--- src/bdq_pkg.sv ---
`timescale 1ns / 1ps
// Shared types and constants for the bounded deque with insert.
// No dependencies; imported by every module of the block.
package bdq_pkg;

   localparam int OPCODE_W = 3;
   localparam int VALUE_W  = 32;
   localparam int POS_W    = 8;
   localparam int CNT_W    = 9;
   localparam int STATUS_W = 2;

   localparam logic [OPCODE_W-1:0] OP_PUSH_FRONT = 3'd0;
   localparam logic [OPCODE_W-1:0] OP_PUSH_BACK  = 3'd1;
   localparam logic [OPCODE_W-1:0] OP_INSERT     = 3'd2;
   localparam logic [OPCODE_W-1:0] OP_POP_FRONT  = 3'd3;
   localparam logic [OPCODE_W-1:0] OP_POP_BACK   = 3'd4;
   localparam logic [OPCODE_W-1:0] OP_DUMP       = 3'd5;

   localparam logic [STATUS_W-1:0] STAT_OK    = 2'd0;
   localparam logic [STATUS_W-1:0] STAT_EMPTY = 2'd1;
   localparam logic [STATUS_W-1:0] STAT_FULL  = 2'd2;

   typedef struct packed {
      logic exec;
      logic emit;
   } dp_cmd_type;

   typedef struct packed {
      logic empty;
      logic dump_last;
   } dp_stat_type;

endpackage

--- src/bdq_datapath.sv ---
`timescale 1ns / 1ps
// Datapath of the deque: shifting cell array, fill count, dump index and result register.
// Depends on bdq_pkg; driven by commands from bdq_ctrl.
module bdq_datapath
   import bdq_pkg::*;
#(
   parameter int DEPTH = 16
) (
   input  logic                       clock,
   input  logic                       reset,
   input  dp_cmd_type                 cmd,
   output dp_stat_type                stat,
   input  logic [OPCODE_W-1:0]        req_opcode,
   input  logic signed [VALUE_W-1:0]  req_value,
   input  logic [POS_W-1:0]           req_position,
   output logic signed [VALUE_W-1:0]  rsp_element_value,
   output logic [CNT_W-1:0]           rsp_count,
   output logic [STATUS_W-1:0]        rsp_status,
   output logic                       rsp_last
);

   localparam int FILL_W = $clog2(DEPTH + 1);
   localparam int IDX_W  = $clog2(DEPTH);

   logic [VALUE_W-1:0]  cells_ff [DEPTH];
   logic [VALUE_W-1:0]  cells_in [DEPTH];
   logic [VALUE_W-1:0]  prv      [DEPTH];
   logic [VALUE_W-1:0]  nxt      [DEPTH];
   logic [FILL_W-1:0]   fill_ff, fill_in;
   logic [IDX_W-1:0]    idx_ff, idx_in;
   logic [VALUE_W-1:0]  elem_ff, elem_in;
   logic [CNT_W-1:0]    count_ff, count_in;
   logic [STATUS_W-1:0] status_ff, status_in;
   logic                last_ff, last_in;

   logic [CNT_W-1:0]    fill_ext;
   logic [CNT_W-1:0]    pos_ext;
   logic [CNT_W-1:0]    ins_pos;
   logic                is_empty;
   logic                is_full;
   logic                dump_last;

   assign fill_ext  = CNT_W'(fill_ff);
   assign pos_ext   = CNT_W'(req_position);
   assign is_empty  = (fill_ff == '0);
   assign is_full   = (fill_ff == FILL_W'(DEPTH));
   assign dump_last = (CNT_W'(idx_ff) == fill_ext - CNT_W'(1));

   assign stat.empty     = is_empty;
   assign stat.dump_last = dump_last;

   for (genvar g = 0; g < DEPTH; g++) begin : g_nbr
      if (g == 0) begin : g_first
         assign prv[g] = cells_ff[g];
      end else begin : g_rest
         assign prv[g] = cells_ff[g-1];
      end
      if (g == DEPTH - 1) begin : g_tail
         assign nxt[g] = cells_ff[g];
      end else begin : g_body
         assign nxt[g] = cells_ff[g+1];
      end
   end

   always_comb begin
      unique case (req_opcode)
         OP_PUSH_FRONT: ins_pos = '0;
         OP_INSERT:     ins_pos = (pos_ext >= fill_ext) ? fill_ext : pos_ext;
         default:       ins_pos = fill_ext;
      endcase
   end

   always_comb begin
      for (int i = 0; i < DEPTH; i++) begin
         cells_in[i] = cells_ff[i];
      end
      fill_in   = fill_ff;
      idx_in    = idx_ff;
      elem_in   = elem_ff;
      count_in  = count_ff;
      status_in = status_ff;
      last_in   = last_ff;
      if (cmd.exec) begin
         elem_in   = '0;
         last_in   = 1'b1;
         status_in = STAT_OK;
         idx_in    = '0;
         unique case (req_opcode)
            OP_PUSH_FRONT, OP_PUSH_BACK, OP_INSERT: begin
               if (is_full) begin
                  status_in = STAT_FULL;
               end else begin
                  for (int i = 0; i < DEPTH; i++) begin
                     if (CNT_W'(i) == ins_pos) begin
                        cells_in[i] = req_value;
                     end else if (CNT_W'(i) > ins_pos && CNT_W'(i) <= fill_ext) begin
                        cells_in[i] = prv[i];
                     end
                  end
                  fill_in = fill_ff + FILL_W'(1);
               end
            end
            OP_POP_FRONT: begin
               if (is_empty) begin
                  status_in = STAT_EMPTY;
               end else begin
                  for (int i = 0; i < DEPTH; i++) begin
                     cells_in[i] = nxt[i];
                  end
                  fill_in = fill_ff - FILL_W'(1);
               end
            end
            OP_POP_BACK: begin
               if (is_empty) begin
                  status_in = STAT_EMPTY;
               end else begin
                  fill_in = fill_ff - FILL_W'(1);
               end
            end
            OP_DUMP: begin
               if (is_empty) begin
                  status_in = STAT_EMPTY;
               end
            end
            default: begin
            end
         endcase
         count_in = CNT_W'(fill_in);
      end else if (cmd.emit) begin
         elem_in   = cells_ff[0];
         count_in  = fill_ext;
         status_in = STAT_OK;
         last_in   = dump_last;
         idx_in    = idx_ff + IDX_W'(1);
         for (int i = 0; i < DEPTH; i++) begin
            if (CNT_W'(i) == fill_ext - CNT_W'(1)) begin
               cells_in[i] = cells_ff[0];
            end else if (CNT_W'(i) < fill_ext - CNT_W'(1)) begin
               cells_in[i] = nxt[i];
            end
         end
      end
   end

   always_ff @(posedge clock) begin
      if (reset) begin
         fill_ff <= '0;
         idx_ff  <= '0;
      end else begin
         fill_ff <= fill_in;
         idx_ff  <= idx_in;
      end
   end

   always_ff @(posedge clock) begin
      for (int i = 0; i < DEPTH; i++) begin
         cells_ff[i] <= cells_in[i];
      end
      elem_ff   <= elem_in;
      count_ff  <= count_in;
      status_ff <= status_in;
      last_ff   <= last_in;
   end

   assign rsp_element_value = elem_ff;
   assign rsp_count         = count_ff;
   assign rsp_status        = status_ff;
   assign rsp_last          = last_ff;

   a_fill_bound: assert property (@(posedge clock) disable iff (reset)
      fill_ff <= FILL_W'(DEPTH))
      else $error("fill count exceeds depth");

   a_pop_back: assert property (@(posedge clock) disable iff (reset)
      cmd.exec && req_opcode == OP_POP_BACK && !is_empty
      |=> fill_ff == $past(fill_ff) - FILL_W'(1))
      else $error("pop back did not lower the fill count");

   a_emit_nonempty: assert property (@(posedge clock) disable iff (reset)
      cmd.emit |-> !is_empty)
      else $error("dump step on an empty list");

endmodule

--- src/bdq_ctrl.sv ---
`timescale 1ns / 1ps
// Controller of the deque: handshakes, result valid flag and the dump sequence.
// Depends on bdq_pkg; commands bdq_datapath.
module bdq_ctrl
   import bdq_pkg::*;
(
   input  logic                clock,
   input  logic                reset,
   input  logic                req_valid,
   output logic                req_ready,
   input  logic [OPCODE_W-1:0] req_opcode,
   output logic                rsp_valid,
   input  logic                rsp_ready,
   output dp_cmd_type          cmd,
   input  dp_stat_type         stat
);

   localparam logic ST_IDLE = 1'b0;
   localparam logic ST_DUMP = 1'b1;

   logic state_ff, state_in;
   logic rsp_valid_ff, rsp_valid_in;
   logic slot_free;
   logic accept;
   logic dump_start;

   assign slot_free  = !rsp_valid_ff || rsp_ready;
   assign req_ready  = (state_ff == ST_IDLE) && slot_free;
   assign accept     = req_valid && req_ready;
   assign dump_start = accept && (req_opcode == OP_DUMP) && !stat.empty;

   assign cmd.exec = accept;
   assign cmd.emit = (state_ff == ST_DUMP) && slot_free;

   always_comb begin
      state_in = state_ff;
      unique case (state_ff)
         ST_IDLE: begin
            if (dump_start) begin
               state_in = ST_DUMP;
            end
         end
         ST_DUMP: begin
            if (cmd.emit && stat.dump_last) begin
               state_in = ST_IDLE;
            end
         end
         default: state_in = ST_IDLE;
      endcase
   end

   always_comb begin
      priority if ((accept && !dump_start) || cmd.emit) begin
         rsp_valid_in = 1'b1;
      end else if (rsp_ready) begin
         rsp_valid_in = 1'b0;
      end else begin
         rsp_valid_in = rsp_valid_ff;
      end
   end

   always_ff @(posedge clock) begin
      if (reset) begin
         state_ff     <= ST_IDLE;
         rsp_valid_ff <= 1'b0;
      end else begin
         state_ff     <= state_in;
         rsp_valid_ff <= rsp_valid_in;
      end
   end

   assign rsp_valid = rsp_valid_ff;

   a_single_result: assert property (@(posedge clock) disable iff (reset)
      accept && req_opcode != OP_DUMP |=> rsp_valid_ff)
      else $error("accepted item produced no result");

   a_dump_holds: assert property (@(posedge clock) disable iff (reset)
      state_ff == ST_DUMP && rsp_valid_ff && !rsp_ready |=> state_ff == ST_DUMP)
      else $error("dump sequence left while the receiver stalled");

   a_no_accept_in_dump: assert property (@(posedge clock) disable iff (reset)
      state_ff == ST_DUMP |-> !accept)
      else $error("item accepted during a dump");

endmodule

--- src/bounded_deque_with_insert_unit.sv ---
`timescale 1ns / 1ps
// Top level of the bounded deque with positional insert.
// Depends on bdq_pkg, bdq_ctrl and bdq_datapath.
//
// The req_ channel carries one operation per item: push front, push back,
// insert before a position, pop front, pop back or dump. The rsp_ channel
// returns the results; both channels use a valid/ready handshake.
// Every operation except a non-empty dump returns one item in the cycle after
// it is accepted. Outside a dump, a new item is taken in every cycle while the
// receiver keeps up, since the result register frees as it is read.
// A dump is accepted first and then returns one result per cycle while the
// receiver keeps up, read from the front cell as the list rotates once through
// the cells. The cells shift in parallel, so each push, pop and insert moves
// every affected cell at once.
// Reset empties the list and drops any pending result.
// When the receiver stalls, the pending result holds, no new item is taken and
// a dump in progress pauses.
module bounded_deque_with_insert_unit
   import bdq_pkg::*;
#(
   parameter int DEPTH = 16
) (
   input  logic                       clock,
   input  logic                       reset,
   input  logic                       req_valid,
   output logic                       req_ready,
   input  logic [OPCODE_W-1:0]        req_opcode,
   input  logic signed [VALUE_W-1:0]  req_value,
   input  logic [POS_W-1:0]           req_position,
   output logic                       rsp_valid,
   input  logic                       rsp_ready,
   output logic signed [VALUE_W-1:0]  rsp_element_value,
   output logic [CNT_W-1:0]           rsp_count,
   output logic [STATUS_W-1:0]        rsp_status,
   output logic                       rsp_last
);

   dp_cmd_type  cmd;
   dp_stat_type stat;

   bdq_ctrl u_ctrl (
      .clock      (clock),
      .reset      (reset),
      .req_valid  (req_valid),
      .req_ready  (req_ready),
      .req_opcode (req_opcode),
      .rsp_valid  (rsp_valid),
      .rsp_ready  (rsp_ready),
      .cmd        (cmd),
      .stat       (stat)
   );

   bdq_datapath #(
      .DEPTH (DEPTH)
   ) u_datapath (
      .clock             (clock),
      .reset             (reset),
      .cmd               (cmd),
      .stat              (stat),
      .req_opcode        (req_opcode),
      .req_value         (req_value),
      .req_position      (req_position),
      .rsp_element_value (rsp_element_value),
      .rsp_count         (rsp_count),
      .rsp_status        (rsp_status),
      .rsp_last          (rsp_last)
   );

endmodule

--- config.mk ---
export PLATFORM = sky130hd
export DESIGN_NAME = bounded_deque_with_insert_unit
export DESIGN_NICKNAME = d
export VERILOG_FILES = /design/src/bdq_pkg.sv /design/src/bdq_datapath.sv /design/src/bdq_ctrl.sv /design/src/bounded_deque_with_insert_unit.sv
export SDC_FILE = /design/constraint.sdc
export NUM_CORES = 2
export LEC_CHECK = 0
export BUFFER_PORTS_ARGS = -buffer_cell sky130_fd_sc_hd__buf_2
export CAP_MARGIN = 20
export CORE_MARGIN = 1
export CORE_UTILIZATION = 52
export DETAILED_ROUTE_END_ITERATION = 8
export HOLD_SLACK_MARGIN = 0.06
export PLACE_DENSITY = 0.68
export SLEW_MARGIN = 0
export SYNTH_ARGS = -nofsm -noshare
export SYNTH_HDL_FRONTEND = slang
export SYNTH_SLANG_ARGS = --single-unit
export TNS_END_PERCENT = 20
--- constraint.sdc ---
create_clock -name clock -period 10 [get_ports clock]
set_clock_uncertainty 0.05 [all_clocks]
set_input_delay 0.5 -clock clock [delete_from_list [all_inputs] [get_ports clock]]
set_output_delay 0.5 -clock clock [all_outputs]
set_load 0.02 [all_outputs]
==> flow_summary.ini <==
[sta]
finalCriticalPeriod_ns = 5.20
hold_viol = 0
fin_crit_sh_pct = 52.0
fin_ws_ns = 4.80
fin_setup_tns_ns = 0
setup_viol = 0
rsz0062_at_grt = no
worst_pin_slew_ns = 1.39
report.final.slew_viol_count = 0
clock.fmax_ghz = 0.192
slew_headroom_pct = 7.17

[worst_setup_path]
worstSetupPathType = flip-flop to flip-flop
worst-path-stages = 8
r2r_slack_ns = 4.80
worstSetupEndpointType = flip-flop
cpPeakStageDelay_ns = 1.03
timing.rr.end = u_datapath.cells_ff[1][49]
cpMaxStageDelayCell = nand3_2
cp.arrival_ns = 5.41
r2r_start = u_datapath.fill_ff[1]
path_cells = inv_1, ha_1, nor2b_1, nand3_2, nand2_1, o21ai_0, a31oi_4, buf_4
worst-path-buf-inv = 2
cp_top_family = simple AND/OR/NAND/NOR gates
required_ns = 10.21
critPathLaunch = u_datapath.fill_ff[1]
start_kind = flip-flop
ff2ff_path_depth = 8
worst-path-max-fanout = 33

[floorplan]
die_w_um = 250
start_util_pct = 52.8
dieHeight_um = 250
core_um2 = 60600
rows = 90
die_area_um2 = 62500
io_pins = 93

[global_route]
grt_max_degree = 195
overflow = 0
grt_first_pass_wirelength_mm = 172
grt_pass1_vias = 26700
grt_util_all_layers_pct = 36.1
antenna_found_initial = 0

[clock_network]
cts.clk_slew.worst_paths_ns = 0.06
cts_tree = done
cts_root_buf = clkbuf_16
clk_path_buf_depth = 3
clk_latency_ns = 0.65
htree_levels = 2
clock_sinks = 563
post_cts_buffers = 0
cts_buffers = 60
cts.hold.buffers_added = 0
cts_resized = 0

[synthesis]
synth_fa_ha_area_share_pct = 0.509
yosysUniqueCellTypes = 73
synth_xor_area_share_pct = 0.246
yosys_warnings = 0
synth_edf_count = 519
ys_seq_area_share_pct = 51.5
ys.flop_type = edfxtp_1
yosys.area_share.simple_pct = 12.2
postSynth.asyncResetShare_pct = 0
ys_ff_latch = 563
muxShareOfSynthArea_pct = 5.94
synth_compound_area_share_pct = 24.1
synth.cell_area_um2 = 32000
syn_inst = 3044
synth_top_family_by_area = compound AO/OA/AOI/OAI gates
syn_area_per_cell_um2 = 10.5

[final_layout]
area_growth_pct = 9.33
drive_gt1_share_pct = 12.4
finalInstanceArea_um2 = 35000
layout_common_cells = 519 x edfxtp_1, 277 x nand2_1, 240 x nand3_1
nets = 2981
fin_cells = 3754
n_antenna_cell = 0
layout_commonest_cell = edfxtp_1

[detailed_routing]
drc_errors = 0
vias_per_cell = 7.41
dr.pass1.iters = 6
vias = 27800
postRouteAntennaNets = 0
wire_per_inst_um = 31.0
drtIter0Drc = 4224
routed_wirelength_mm = 116

[pwr]
p_int_mw = 4.48
p_seq_share_pct = 46.4
power_mw = 6.27
clkPwrFrac_pct = 37.3
switching_share_pct = 28.5
powerDensity_nw_per_um2 = 179
p_leak_nw = 12.2
switching_power_mw = 1.79
combPwrFrac_pct = 16.3
peakVddDrop_mv = 0.149

[outcome]
status = complete, no violations

[worst_hold_path]
hold_depth = 3
hp-start = req_valid
whs_endpoint = u_ctrl.rsp_valid
min_path_type = input port to flip-flop

[place]
dp_slack_ns = 5.06
gp_congestion = 0.945
dpl-instance-area_um2 = 32900
io_buffers = 88
dp_hpwl_mm = 66.6
place_inst = 3638

[flow_run]
cap_violations = 0
==> metal layers <==
metal / global-route usage [%] / wire length (um)
met5: 0 / 0
met3: 7.84 / 14100
met2: 54.8 / 51600
met4: 14.8 / 4550
met1: 50.2 / 45900
==> stage by stage <==
stage | hold WS [ns] | util (%)
after floorplan | 0.461 | -
after global placement | 0.391 | 54.2
after detailed placement | 0.394 | 54.2
after CTS | 0.0792 | 57.6
after global routing | 0.126 | 57.7
final | 0.116 | 57.7
==> cell usage after synthesis (all sizes together) (64+ instances only) <==
library cell	count	area [um2]
o22ai	67	419
mux2i	181	1870
a21oi	129	649
nand3	242	1220
o21ai	130	662
a22o	66	578
edfxtp	519	15600
nand2	279	1050
a221o	64	641
a2bb2oi	97	867
buf	150	891
nor2	178	668
o211ai	234	1800
a22oi	131	983
clkbuf	195	732
==> how the worst max path moves through the flow <==
stage                                       end  slack, ns
floorplan           u_datapath.cells_ff[1][160]       4.75
global placement     u_datapath.cells_ff[1][50]       5.09
detailed placement   u_datapath.cells_ff[1][50]       5.06
CTS                  u_datapath.cells_ff[1][48]       5.00
global route         u_datapath.cells_ff[1][48]       4.70
finish               u_datapath.cells_ff[1][49]       4.80
==> state kept, by name, summed over array words and instances, names as in the netlist <==
signal,cells
u_datapath.rsp_last,1
u_datapath.cells_ff,512
u_ctrl.state_ff,1
u_datapath.fill_ff,5
u_datapath.idx_ff,4
u_datapath.rsp_status,2
u_ctrl.rsp_valid,1
u_datapath.rsp_count,5
u_datapath.rsp_element_value,32
==> logic make-up (layout without fill, tap and decap cells) <==
logic type / Yosys count / in the layout
compound gates: 1036 / 1036
simple gates: 851 / 851
flops: 563 / 563
buf+inv: 388 / 313
mux: 183 / 183
fa+ha+maj: 13 / 13
xor+xnor: 9 / 9
other cells: 1 / 4
==> area by class of cell <==
class	instances	area (um2)
inverter	43	161
sequential	563	16500
multi-input combinational	2096	14300
fill	5088	25600
tap	782	978
clock inverter	33	374
clock buffer	80	1650
timing repair buffer	157	1060
==> power by group through the flow <==
stage	Sequential [mW]	Clock [mW]	Combinational [mW]
final	2.91	2.34	1.02
after global routing	2.92	2.43	1.08
after CTS	2.90	2.35	0.985
after detailed placement	2.95	0	0.982
after global placement	2.94	0	0.953
after floorplan	2.91	0	0.688
==> tightest hold or removal path: cells and delay by family <==
| family | cells | cell delay (ns) |
|---|---|---|
| buf+inv | 1 | 0.11 |
| compound gates | 2 | 0.13 |
No activity file was read; power rests on OpenSTA's default activity.
